===== src/fsbtc_pkg.sv =====
// shared types and constants of the four-slot buffer tag cache
// no dependencies
package fsbtc_pkg;

  localparam int unsigned SlotCount = 4;
  localparam int unsigned SlotW     = 2;
  localparam int unsigned HistDepth = 10;
  localparam int unsigned ResW      = 48;
  localparam int unsigned InKeyW    = 48;
  localparam int unsigned CntW      = 32;
  localparam int unsigned CfgIdxW   = 3;

  localparam logic [SlotCount-1:0] FullSet = 4'hf;

  typedef logic [SlotW-1:0]     slot_t;
  typedef logic [SlotCount-1:0] slot_set_t;
  typedef slot_t                hist_t [HistDepth];

  // victim picker result
  typedef struct packed {
    slot_t victim;
    slot_t next_ptr;
  } victim_t;

endpackage


===== src/fsbtc_victim.sv =====
// replacement choice from the use history and the rotating pointer
// depends on fsbtc_pkg
module fsbtc_victim (
  input  fsbtc_pkg::hist_t   hist_i,
  input  fsbtc_pkg::slot_t   ptr_i,
  output fsbtc_pkg::victim_t pick_o
);
  import fsbtc_pkg::*;

  slot_set_t seen;
  slot_set_t grown;
  logic      stop;
  logic      found;
  slot_t     ptr_next;
  slot_t     cand;
  slot_t     victim;

  always_comb begin
    seen  = '0;
    grown = '0;
    stop  = 1'b0;
    // walk from the newest entry, stop before the one that would complete the set
    for (int k = 0; k < HistDepth; k++) begin
      grown = seen | (slot_set_t'(1) << hist_i[k]);
      if (!stop) begin
        if (grown == FullSet) begin
          stop = 1'b1;
        end else begin
          seen = grown;
        end
      end
    end
  end

  always_comb begin
    ptr_next = ptr_i + slot_t'(1);
    victim   = ptr_next;
    found    = 1'b0;
    cand     = '0;
    for (int i = 0; i < SlotCount; i++) begin
      cand = ptr_next + slot_t'(i);
      if (!found && !seen[cand]) begin
        victim = cand;
        found  = 1'b1;
      end
    end
  end

  assign pick_o.victim   = victim;
  assign pick_o.next_ptr = ptr_next;

endmodule


===== src/four_slot_buffer_tag_cache_core.sv =====
// top level of the four-slot buffer tag cache: key compare, state update, result register
// depends on fsbtc_pkg and fsbtc_victim
//
// One word in per cycle: busy stays low and a key may be started in every cycle. Each key
// gives one result, shown for one cycle: done rises with the result, which is taken through
// the input register, then the result register. The lookup, victim choice and state update
// for a key all happen between those registers, so every key sees the update of the key
// before it. Results cannot be stalled. The user must write slot resources through the cfg
// port only while no key is in flight; the block does not enforce this. Indexes above 3
// are ignored. No clearing pass after reset.
module four_slot_buffer_tag_cache_core #(
  parameter int unsigned KEY_WIDTH = 48
) (
  input  logic                           clk_i,
  input  logic                           rst_ni,
  input  logic                           start,
  output logic                           busy,
  input  logic [fsbtc_pkg::InKeyW-1:0]   buffer_key_i,
  input  logic                           cfg_we_i,
  input  logic [fsbtc_pkg::CfgIdxW-1:0]  cfg_idx_i,
  input  logic [fsbtc_pkg::ResW-1:0]     cfg_wdata_i,
  output logic                           done_o,
  output logic [fsbtc_pkg::SlotW-1:0]    slot_o,
  output logic                           hit_o,
  output logic [fsbtc_pkg::ResW-1:0]     resource_o,
  output logic [fsbtc_pkg::CntW-1:0]     hit_total_o,
  output logic [fsbtc_pkg::CntW-1:0]     miss_total_o
);
  import fsbtc_pkg::*;

  logic [ResW-1:0]      res_q [SlotCount];
  logic [KEY_WIDTH-1:0] keys_q [SlotCount];
  hist_t                hist_q;
  slot_t                ptr_q;
  logic [CntW-1:0]      hit_cnt_q;
  logic [CntW-1:0]      miss_cnt_q;

  logic                 valid_q;
  logic [KEY_WIDTH-1:0] key_q;

  logic                 done_q;
  slot_t                slot_q;
  logic                 hit_q;
  logic [ResW-1:0]      resource_q;

  logic                 hit_w;
  slot_t                hit_slot_w;
  slot_t                slot_w;
  victim_t              pick_w;
  logic [CntW-1:0]      total_w;

  assign busy = 1'b0;

  // lowest matching slot wins
  always_comb begin
    hit_w      = 1'b0;
    hit_slot_w = '0;
    for (int i = SlotCount - 1; i >= 0; i--) begin
      if (keys_q[i] == key_q) begin
        hit_w      = 1'b1;
        hit_slot_w = slot_t'(i);
      end
    end
  end

  fsbtc_victim u_victim (
    .hist_i (hist_q),
    .ptr_i  (ptr_q),
    .pick_o (pick_w)
  );

  assign slot_w = hit_w ? hit_slot_w : pick_w.victim;

  // input register
  always_ff @(posedge clk_i or negedge rst_ni) begin
    if (!rst_ni) begin
      valid_q <= 1'b0;
    end else begin
      valid_q <= start && !busy;
    end
  end

  always_ff @(posedge clk_i) begin
    if (start && !busy) begin
      key_q <= KEY_WIDTH'(buffer_key_i);
    end
  end

  // slot resources
  always_ff @(posedge clk_i or negedge rst_ni) begin
    if (!rst_ni) begin
      for (int i = 0; i < SlotCount; i++) begin
        res_q[i] <= '0;
      end
    end else if (cfg_we_i && (cfg_idx_i < CfgIdxW'(SlotCount))) begin
      res_q[cfg_idx_i[SlotW-1:0]] <= cfg_wdata_i;
    end
  end

  // cache state
  always_ff @(posedge clk_i or negedge rst_ni) begin
    if (!rst_ni) begin
      for (int i = 0; i < SlotCount; i++) begin
        keys_q[i] <= '0;
      end
      for (int k = 0; k < HistDepth; k++) begin
        hist_q[k] <= '0;
      end
      ptr_q      <= '0;
      hit_cnt_q  <= '0;
      miss_cnt_q <= '0;
    end else if (valid_q) begin
      if (hit_w) begin
        hit_cnt_q <= hit_cnt_q + CntW'(1);
      end else begin
        miss_cnt_q             <= miss_cnt_q + CntW'(1);
        ptr_q                  <= pick_w.next_ptr;
        keys_q[pick_w.victim]  <= key_q;
      end
      // push only when the slot differs from the newest entry
      if (hist_q[0] != slot_w) begin
        for (int k = HistDepth - 1; k > 0; k--) begin
          hist_q[k] <= hist_q[k-1];
        end
        hist_q[0] <= slot_w;
      end
    end
  end

  // result register
  always_ff @(posedge clk_i or negedge rst_ni) begin
    if (!rst_ni) begin
      done_q <= 1'b0;
    end else begin
      done_q <= valid_q;
    end
  end

  always_ff @(posedge clk_i) begin
    if (valid_q) begin
      slot_q     <= slot_w;
      hit_q      <= hit_w;
      resource_q <= res_q[slot_w];
    end
  end

  assign done_o       = done_q;
  assign slot_o       = slot_q;
  assign hit_o        = hit_q;
  assign resource_o   = resource_q;
  assign hit_total_o  = hit_cnt_q;
  assign miss_total_o = miss_cnt_q;

  assign total_w = hit_cnt_q + miss_cnt_q;

  a_slot_holds_key: assert property (@(posedge clk_i) disable iff (!rst_ni)
    done_o |-> keys_q[slot_o] == $past(key_q))
    else $error("reported slot does not hold the looked-up key");

  a_one_count_per_word: assert property (@(posedge clk_i) disable iff (!rst_ni)
    done_o |-> total_w == $past(total_w) + CntW'(1))
    else $error("hit plus miss count did not grow by one");

  a_counts_idle: assert property (@(posedge clk_i) disable iff (!rst_ni)
    !done_o |-> $stable(hit_cnt_q) && $stable(miss_cnt_q))
    else $error("counters changed without a result");

  a_history_newest: assert property (@(posedge clk_i) disable iff (!rst_ni)
    done_o |-> hist_q[0] == slot_o)
    else $error("newest history entry differs from reported slot");

endmodule

===== config.mk =====
export PLATFORM = sky130hd
export DESIGN_NAME = four_slot_buffer_tag_cache_core
export DESIGN_NICKNAME = d
export VERILOG_FILES = /design/src/fsbtc_pkg.sv /design/src/fsbtc_victim.sv /design/src/four_slot_buffer_tag_cache_core.sv
export SDC_FILE = /design/constraint.sdc
export NUM_CORES = 1
export LEC_CHECK = 0
export BUFFER_PORTS_ARGS = -buffer_cell sky130_fd_sc_hd__buf_4
export CAP_MARGIN = 40
export CORE_MARGIN = 2
export CORE_UTILIZATION = 25
export DETAILED_ROUTE_END_ITERATION = 7
export GPL_ROUTABILITY_DRIVEN = 0
export SYNTH_ARGS = -nofsm -noshare
export SYNTH_HDL_FRONTEND = slang
export SYNTH_HIERARCHICAL = 1
export SYNTH_SLANG_ARGS = --single-unit

===== constraint.sdc =====
create_clock -name clk_i -period 9.1 [get_ports clk_i]
set_input_delay 0.455 -clock clk_i [delete_from_list [all_inputs] [get_ports clk_i]]
set_output_delay 0.455 -clock clk_i [all_outputs]
set_load 0.01 [all_outputs]

==> results of run 1 <==
[worst max-delay path, cell delays in order, from the launching register on]
cell,delay (ns)
sky130_fd_sc_hd__dfrtp_1,0.65
sky130_fd_sc_hd__a222oi_1,0.74
sky130_fd_sc_hd__nand2b_1,0.15
sky130_fd_sc_hd__a22oi_1,0.27
sky130_fd_sc_hd__a2111oi_2,0.10
sky130_fd_sc_hd__o31ai_2,0.43
sky130_fd_sc_hd__a21oi_1,0.20
sky130_fd_sc_hd__o21ba_1,0.42
sky130_fd_sc_hd__nor2_1,0.09
sky130_fd_sc_hd__a21o_1,0.21
sky130_fd_sc_hd__a211oi_1,0.30
sky130_fd_sc_hd__and3_1,0.36
sky130_fd_sc_hd__nor2_1,0.12
sky130_fd_sc_hd__a31oi_1,0.33
sky130_fd_sc_hd__nor3_1,0.09
sky130_fd_sc_hd__o41ai_1,0.53
sky130_fd_sc_hd__nand2_1,0.13
sky130_fd_sc_hd__a21boi_0,0.22
sky130_fd_sc_hd__a221o_1,0.30
sky130_fd_sc_hd__o311ai_4,0.20
sky130_fd_sc_hd__inv_2,0.68
sky130_fd_sc_hd__buf_4,0.37
sky130_fd_sc_hd__a211oi_1,0.12
sky130_fd_sc_hd__a21oi_1,0.24
[how the worst min path moves through the flow]
stage                     from         endpoint  slack [ns]  depth (start not counted)
2_1_floorplan           rst_ni           done_o        0.16                          0
3_3_place_gp   hit_total_o[31]  hit_total_o[31]        0.46                          1
3_5_place_dp   hit_total_o[31]  hit_total_o[31]        0.47                          1
4_1_cts         cfg_wdata_i[4]         res_q[4]      0.0007                          2
5_1_grt         cfg_wdata_i[4]         res_q[4]        0.03                          2
6_report        cfg_wdata_i[9]        res_q[57]        0.07                          2
[cell usage in the layout (no fill, tap or decap), types with 50 or more instances in the layout]
| cell type | netlist | layout |
|---|---|---|
| sky130_fd_sc_hd__dfrtp_1 | 472 | 471 |
| sky130_fd_sc_hd__clkbuf_16 | 0 | 73 |
| sky130_fd_sc_hd__a21oi_1 | 60 | 60 |
| sky130_fd_sc_hd__mux2i_1 | 50 | 50 |
| sky130_fd_sc_hd__nand4_1 | 72 | 72 |
| sky130_fd_sc_hd__buf_4 | 10 | 242 |
| sky130_fd_sc_hd__xnor2_1 | 247 | 247 |
| sky130_fd_sc_hd__a211oi_1 | 52 | 52 |
| sky130_fd_sc_hd__edfxtp_1 | 99 | 99 |
| sky130_fd_sc_hd__and2_1 | 56 | 56 |
| sky130_fd_sc_hd__mux2_2 | 397 | 397 |
[stage by stage]
step	utilization, %	cell area [um^2]
2_1_floorplan	-	26800
3_3_place_gp	27.9	29800
3_5_place_dp	28.1	30000
4_1_cts	30.7	32800
5_1_grt	30.7	32800
6_report	30.7	32800
[repair_timing]
action / 4_1_cts / 5_1_grt
endpoints found under the hold margin: 142 / 0
hold buffers: 46 / 0
endpoints found under the setup margin: 0 / 0
[cells by family after synthesis]
family | count (synthesis) | share of synthesized area (%)
flip-flops | 571 | 55.1
multiplexers | 457 | 18.9
AND/OR/NAND/NOR | 358 | 7.76
XOR/XNOR | 261 | 8.58
AO/OA/AOI/OAI | 224 | 6.58
buffers and inverters | 165 | 2.93
adder cells (fa/ha/maj) | 2 | 0.0933
other | 1 | 0.0140
[final cells by class]
| class | instances | area (um^2) | share of cell area, % |
|---|---|---|---|
| repair buffers | 298 | 2490 | 7.59 |
| well taps | 1403 | 1760 | 5.36 |
| diodes | 1 | 2.50 | 0.00764 |
| inverters | 20 | 75.1 | 0.229 |
| clock inverters | 32 | 360 | 1.10 |
| flip-flops and latches | 571 | 14800 | 45.1 |
| multi-input cells | 1303 | 11300 | 34.6 |
| clock buffers | 93 | 1970 | 6.02 |
[sequential cells by signal, summed over array words and instances (netlist names), 2 cells and up]
register / flops
ptr_q: 2
keys_q: 192
miss_total_o: 32
key_q: 48
res_q: 192
hit_total_o: 32
slot_o: 2
hist_q: 20
resource_o: 48
[metal layers]
| metal | vias to the layer above | wire (um) | GRT usage [%] |
|---|---|---|---|
| met4 | 6 | 1710 | 4.46 |
| met5 | - | 40 | 0 |
| met3 | 95 | 2870 | 2.42 |
| met1 | 8539 | 30800 | 16.1 |
| li1 | 7833 | - | - |
| met2 | 304 | 30700 | 19.0 |
==> results.yml, run 1 <==
route:
  drt_pre_antenna_iters: 5
  remaining_drc_errors: 0
  vias: 16777
  via_density: 4.51
  detail_route.iter0.violations: 930
  wirelength_um: 66100
  avgRoutedWirePerCell_um: 17.8
  drt.antenna.violating_nets: 0
logic_synthesis:
  synth_area_mm2: 0.0268
  synth_nets: 2144
  dominantRegCellSynth: "sky130_fd_sc_hd__dfrtp_1"
  synthCells: 2039
  most_numerous_cell_types_in_the_synthesized_netlist: "472 x sky130_fd_sc_hd__dfrtp_1, 397 x sky130_fd_sc_hd__mux2_2, 247 x sky130_fd_sc_hd__xnor2_1"
  synth_top_cell_area_share_pct: 44.0
  synth_cell_types: 103
  synth-async-reset-ratio_pct: 82.7
  sequential_share_of_the_synthesized_area_pct: 55.1
  yosys-top-cells-area: "sky130_fd_sc_hd__dfrtp_1 44%, sky130_fd_sc_hd__mux2_2 17%, sky130_fd_sc_hd__edfxtp_1 11%"
  yosys.cell_count.top_type: "sky130_fd_sc_hd__dfrtp_1"
  synthesized_area_per_cell_um2: 13.2
  yosysWarningCount: 6
  number_of_enable_type_register_cells_in_the_synthesized_netlist: 99
  synth.ff_latch_count: 571
  post-synth-top-area-cell: "sky130_fd_sc_hd__dfrtp_1"
setup_path:
  worst-r2r-setup-slack_ns: 1.61
  worst-setup-path-type: "flop to flop"
  path_max_fanout: 35
  worst_setup_path_end_kind: "flop"
  timing.critical_path.from_type: "flop"
  crit_path_start: "hist_q[17]"
  critical_path_rt_ns: 9.55
  reg2reg_to: "resource_o[39]"
  worstRegToRegCells: 23
  worst_ep_arrival_time_ns: 7.94
  r2r_start: "hist_q[17]"
  endpoint: "resource_o[39]"
sta:
  worst_slew_margin_rel_pct: 42.3
  maxSlewViolCount: 0
  rsz_0062_raised_after_global_routing: "no"
  fmax_mhz: 134
  fin_tns_setup_ns: 0
  hold_ws_ns: 0.0722
  report.final.setup_viol: 0
  final_min_period_over_clock_period_pct: 82.3
  hold_vio_cnt_final: 0
  tightest_slew_ns: 0.864
  post-route-min-period_ns: 7.49
  fin_skew_ns: 0.0429
  fin_ws_ns: 1.61
cts:
  cts_repair_resize_count: 0
  tritoncts.num_buffers: 69
  clock_tree.root_cell: "sky130_fd_sc_hd__clkbuf_16"
  clock_sinks: 571
  cts-root-to-sink-buffers: 3
  cts_setup_buffers: 0
  cts_max_level: 3
  clock_latency_ns: 0.64
  clk_pin_slew_ns: 0.06
  tritoncts: "yes"
finish:
  count_of_placed_standard_cells_in_the_final_layout_fillers_left_out: 3721
  n_fill_cell: 10709
  layout-drive-gt1-share_pct: 34.7
  synthToLayoutAreaGrowth_pct: 22.1
  num-nets-final: 2368
global_routing:
  grt.total_usage_pct: 12.0
  first_global_vias: 16921
  grt.overflow.total: 0
  grt_max_degree: 102
  grt_antenna_before_repair: 8
  global_route_wire_length_before_repair_um: 103000
place:
  dpl_worst_slack_ns: 1.73
  io_buffers: 218
  hpwl_um: 43000
  post-place-cells: 3548
floorplanning:
  die_w_um: 332
  row_count: 120
  num_io_pins: 220
  initial_core_util_pct: 25.1
  floorplan.die_area_mm2: 0.110
  fp.coreArea_mm2: 0.107
  die_h_um: 332
hold_path:
  min-delay-path-class: "input port to flop"
flow_run:
  maxCapViolations: 0
outcome:
  run_status: "completed"
Power of run 1 is not shown: default switching activity piles up to over one toggle a cycle in this logic, so the estimate is an artifact.
==> run 2: changes to the inputs <==
ABC_AREA = 1   (was unset)
clock period = 6.7 ns   (was 9.1 ns; I/O delays follow)
==> run 2 against run 1 <==
Sequential cell count stayed put. Area after synthesis is 0.35% lower. Worst hold slack worse by 0.036 ns. Core utilization is 0.72 points higher. Die area is 0.34% lower. Maximum frequency is 28% higher. Global-route usage is 0.22 points higher. Synthesized cell count is 51% higher. Count of clock-buffer cells in the layout is 3 higher. Critical path depth is 25 higher.
==> results.yml, run 2 <==
outcome:
  run_status: "completed"
cts:
  clk_pin_slew_ns: 0.06
  tritoncts: "yes"
  cts_max_level: 3
  tritoncts.num_buffers: 70
  clock_tree.root_cell: "sky130_fd_sc_hd__clkbuf_16"
  clock_latency_ns: 0.63
  cts-root-to-sink-buffers: 3
  clock_sinks: 571
sta:
  fmax_mhz: 171
  hold_vio_cnt_final: 0
  fin_skew_ns: 0.0317
  post-route-min-period_ns: 5.84
  worst_slew_margin_rel_pct: 27.4
  rsz_0062_raised_after_global_routing: "yes"
  report.final.setup_viol: 0
  final_min_period_over_clock_period_pct: 87.1
  fin_ws_ns: 0.864
  tightest_slew_ns: 1.09
  maxSlewViolCount: 0
route:
  avgRoutedWirePerCell_um: 14.3
  wirelength_um: 68100
  via_density: 4.30
  detail_route.iter0.violations: 1255
  drt.antenna.violating_nets: 0
  remaining_drc_errors: 0
  drt_pre_antenna_iters: 5
  vias: 20504
logic_synthesis:
  synth_cell_types: 34
  post_synth_xor_area_fraction_pct: 7.27
  post-synth-top-area-cell: "sky130_fd_sc_hd__dfrtp_1"
  most_numerous_cell_types_in_the_synthesized_netlist: "888 x sky130_fd_sc_hd__nand2_1, 532 x sky130_fd_sc_hd__o21ai_0, 472 x sky130_fd_sc_hd__dfrtp_1"
  yosysWarningCount: 6
  synth.ff_latch_count: 571
  synthCells: 3083
  synth_area_mm2: 0.0267
  yosys-mux-area-fraction_pct: 0.211
  sequential_share_of_the_synthesized_area_pct: 55.3
  synth-adder-area-share_pct: 0.0936
  yosys.cell_count.top_type: "sky130_fd_sc_hd__nand2_1"
  synth_top_family_by_area: "simple AND/OR/NAND/NOR gates"
  yosys-top-cells-area: "sky130_fd_sc_hd__dfrtp_1 44%, sky130_fd_sc_hd__nand2_1 12%, sky130_fd_sc_hd__edfxtp_1 11%"
  number_of_enable_type_register_cells_in_the_synthesized_netlist: 99
  dominantRegCellSynth: "sky130_fd_sc_hd__dfrtp_1"
  synth_nets: 3188
  synth-async-reset-ratio_pct: 82.7
  synthesized_area_per_cell_um2: 8.67
  synth_top_cell_area_share_pct: 44.2
  compound_gate_fraction_of_synth_area_pct: 11.4
  synth_area_in_simple_gates_pct: 18.6
place:
  io_buffers: 218
  hpwl_um: 42500
  dpl_worst_slack_ns: 0.460
  placement.cell_area_mm2: 0.0298
floorplanning:
  floorplan.die_area_mm2: 0.110
  row_count: 119
  num_io_pins: 220
  die_h_um: 331
  die_w_um: 331
  fp.coreArea_mm2: 0.106
  initial_core_util_pct: 25.3
hold_path:
  worstHoldEndpoint: "res_q[128]"
  min-delay-path-class: "input port to flop"
  hp-start: "cfg_wdata_i[32]"
  worst_hold_stages: 3
finish:
  layout.cells.most_common_list: "887 x sky130_fd_sc_hd__nand2_1, 532 x sky130_fd_sc_hd__o21ai_0, 471 x sky130_fd_sc_hd__dfrtp_1"
  largest_registers: "keys_q: 192 flops, res_q: 192 flops"
  num-nets-final: 3422
  area_of_all_placed_cells_without_fillers_mm2: 0.0332
  n_fill_cell: 10991
  layout_commonest_cell: "sky130_fd_sc_hd__nand2_1"
  synthToLayoutAreaGrowth_pct: 24.2
  layout-drive-gt1-share_pct: 12.4
setup_path:
  worst_ep_arrival_time_ns: 6.30
  reg2reg_to: "resource_o[4]"
  timing.critical_path.from_type: "flop"
  r2r_start: "hist_q[18]"
  worst-setup-path-type: "flop to flop"
  worstRegToRegCells: 48
  worst-r2r-setup-slack_ns: 0.86
  critical-path-top-cell-by-count: "sky130_fd_sc_hd__nand2_1"
  critical_path_rt_ns: 7.16
  path_max_fanout: 31
  cp_slowest_stage_delay_ns: 0.45
  worst_setup_path_end_kind: "flop"
  critical_path_s_slowest_cell: "sky130_fd_sc_hd__dfrtp_1"
flow_run:
  maxCapViolations: 0
global_routing:
  first_global_vias: 19963
  grt_antenna_before_repair: 0
  grt.total_usage_pct: 12.2
  grt.overflow.total: 0
  grt_max_degree: 164
  global_route_wire_length_before_repair_um: 107000
==> run 2: cell types whose count changed in the layout (fill, tap and decap cells not counted), sizes merged, moves of 57 or more <==
cell   delta
mux2    -402
nand2   +856
and2     -57
xnor2    -64
inv     +267
o21ai   +540
nor2    +160
==> run 2: cell families (layout without fill, tap and decap cells) <==
kind of cell,Yosys count,in the layout
muxes,5,5
other,1,2
adders and majority gates,2,2
xor gates and xnor gates,222,222
DFF,571,571
buffers and inverters,448,738
AOI/OAI and AO/OA,605,605
and+or+nand+nor,1229,1230
==> run 2: per-layer routing <==
layer | part of all wire (%) | vias up | routed length, um | GRT usage [%]
met5 | 0 | - | 0 | 0
met4 | 2.0 | 0 | 1390 | 3.77
met3 | 4.5 | 79 | 3080 | 2.20
met2 | 47 | 370 | 32100 | 20.2
met1 | 46 | 9752 | 31500 | 16.2
li1 | - | 10303 | - | -
==> run 2: timing repair <==
item                                    4_1_cts  5_1_grt
hold buffers                                 72        0
endpoints found under the setup margin        0       73
buffers inserted                              0        6
resized for setup                             0       11
hold endpoints to repair                    229        0
==> run 2: worst max-delay path by stage <==
| stage | depth (start not counted) | slack (ns) | endpoint | startpoint |
|---|---|---|---|---|
| 2_1_floorplan | 50 | 1.68 | resource_o[37] | hist_q[18] |
| 3_3_place_gp | 54 | 0.73 | hist_q[14] | hist_q[19] |
| 3_5_place_dp | 52 | 0.46 | hist_q[3] | hist_q[18] |
| 4_1_cts | 52 | 0.45 | hist_q[3] | hist_q[18] |
| 5_1_grt | 48 | -0.004 | keys_q[187] | hist_q[18] |
| 6_report | 48 | 0.86 | resource_o[4] | hist_q[18] |
==> run 2: area by class of cell <==
type                       instances  area (um^2)  area share [%]
sequential                       571        14800            44.5
multi-input combinational       2065        10200            30.8
clock buffer                      96         1950            5.88
clock inverter                    33          537            1.62
timing repair buffer             322         2890            8.71
inverter                         287         1080            3.24
antenna                            1         2.50         0.00754
tap                             1391         1740            5.24
==> run 2: worst max-delay path, delay by kind of cell (launching register included) <==
| kind | cells | cell delay, ns |
|---|---|---|
| compound gates | 1 | 0.21 |
| buf+inv | 4 | 0.67 |
| flops | 1 | 0.45 |
| simple gates | 43 | 4.26 |
==> run 2: metrics by stage <==
| step | util, % | hold slack, ns | setup TNS, ns | cells |
|---|---|---|---|---|
| global placement | 28.0 | 0.459 | 0 | 4547 |
| floorplan | - | 0.0394 | 0 | 3083 |
| detailed placement | 28.2 | 0.467 | 0 | 4555 |
| CTS | 31.2 | 0.00123 | 0 | 4756 |
| global route | 31.4 | 0.0275 | -0.00417 | 4765 |
| finish | 31.4 | 0.0363 | 0 | 4766 |
Power of run 2 is left out for the same reason.
==> run 3: changes to the inputs <==
ABC_AREA = unset   (was 1)
==> run 3 against run 2 <==
Sequential share of layout area decreased by 0.63 points. Maximum frequency fell by 8.3%. Count of clock-buffer cells in the layout grew 4.
==> results.yml, run 3 (synthesis results as in run 1) <==
sta:
  fin_skew_ns: 0.0283
  tightest_slew_ns: 0.836
  final_min_period_over_clock_period_pct: 95.0
  fin_ws_ns: 0.333
  rsz_0062_raised_after_global_routing: "no"
  hold_vio_cnt_final: 0
  fmax_mhz: 157
  post-route-min-period_ns: 6.37
  hold_ws_ns: 0.189
  report.final.setup_viol: 0
  maxSlewViolCount: 0
  worst_slew_margin_rel_pct: 44.3
  fin_tns_setup_ns: 0
setup_path:
  critPathBufInv: 5
  worst-r2r-setup-slack_ns: 0.33
  critical_path_s_slowest_cell: "sky130_fd_sc_hd__dfrtp_2"
  critical_path.top_delay_family: "compound AO/OA/AOI/OAI gates"
  path_max_fanout: 32
  timing.critical_path.from_type: "flop"
  critical-path-top-cell-by-count: "sky130_fd_sc_hd__buf_4"
  worst-setup-path-type: "flop to flop"
  critical_path_rt_ns: 7.07
  cp_slowest_stage_delay_ns: 0.54
  worst_setup_path_end_kind: "flop"
  worst_ep_arrival_time_ns: 6.74
global_routing:
  global_route_wire_length_before_repair_um: 103000
  grt.overflow.total: 0
  grt_max_degree: 143
  grt.total_usage_pct: 11.9
  grt_antenna_before_repair: 10
  first_global_vias: 17364
place:
  io_buffers: 218
  dpl_worst_slack_ns: 0.126
  hpwl_um: 43000
floorplanning:
  floorplan.die_area_mm2: 0.110
  row_count: 120
  initial_core_util_pct: 25.1
  die_w_um: 332
  die_h_um: 332
  num_io_pins: 220
  fp.coreArea_mm2: 0.107
finish:
  largest_registers: "keys_q: 192 flops, res_q: 192 flops"
  layout_commonest_cell: "sky130_fd_sc_hd__dfrtp_1"
  num-nets-final: 2440
  layout.cells.most_common_list: "467 x sky130_fd_sc_hd__dfrtp_1, 397 x sky130_fd_sc_hd__mux2_2, 255 x sky130_fd_sc_hd__buf_4"
  final_core_utilization_pct: 31.6
  synthToLayoutAreaGrowth_pct: 25.6
  n_fill_cell: 10600
  layout-drive-gt1-share_pct: 35.3
route:
  drt.antenna.violating_nets: 0
  via_density: 4.52
  avgRoutedWirePerCell_um: 17.5
  drt_pre_antenna_iters: 5
  remaining_drc_errors: 0
  wirelength_um: 66400
  vias: 17161
  detail_route.iter0.violations: 955
cts:
  clock_tree.root_cell: "sky130_fd_sc_hd__clkbuf_16"
  cts_max_level: 3
  tritoncts: "yes"
  tritoncts.num_buffers: 69
  cts-root-to-sink-buffers: 3
  clock_sinks: 571
  clock_latency_ns: 0.63
  clk_pin_slew_ns: 0.06
hold_path:
  min-delay-path-class: "input port to flop"
flow_run:
  maxCapViolations: 0
outcome:
  run_status: "completed"
==> run 3: worst paths after layout <==
path | from | end | cells after the start
worst max-delay path | hist_q[17] | resource_o[7] | 25
worst min-delay path | start | valid_q | 1
worst max register to register | hist_q[17] | resource_o[7] | 25
worst min register to register | miss_total_o[31] | miss_total_o[31] | 1
max in group asynchronous | rst_ni | res_q[63] | 3
min in group asynchronous | rst_ni | hit_total_o[31] | 2
==> run 3: area by class of cell <==
cell class	instances	area [um^2]	area share, %
antenna	6	15.0	0.0445
clock buffer	100	2010	5.95
clock inverter	25	357	1.06
inverter	20	75.1	0.223
multi-input combinational	1303	11400	33.9
sequential	571	14800	43.9
tap	1403	1760	5.21
timing repair buffer	370	3260	9.69
==> run 3: metrics by stage <==
stage                     instance area (um^2)  instances
after floorplan                          26800       2039
after global placement                   30100       3564
after detailed placement                 30200       3566
after CTS                                33500       3788
after global routing                     33700       3796
final                                    33700       3798
==> run 3: timing repair <==
| item | 4_1_cts | 5_1_grt |
|---|---|---|
| resized for setup | 0 | 23 |
| hold buffers | 97 | 0 |
| endpoints found under the hold margin | 324 | 0 |
| setup buffers | 0 | 3 |
| endpoints found under the setup margin | 0 | 260 |
==> run 3: metal layers <==
| layer | vias to the layer above | wire length (um) | global-route usage (%) |
|---|---|---|---|
| met5 | - | 27 | 0 |
| met4 | 4 | 1590 | 4.02 |
| met3 | 94 | 3100 | 2.26 |
| met2 | 366 | 31400 | 19.2 |
| met1 | 8711 | 30300 | 16.0 |
| li1 | 7986 | - | - |
Power of run 3 is left out for the same reason.
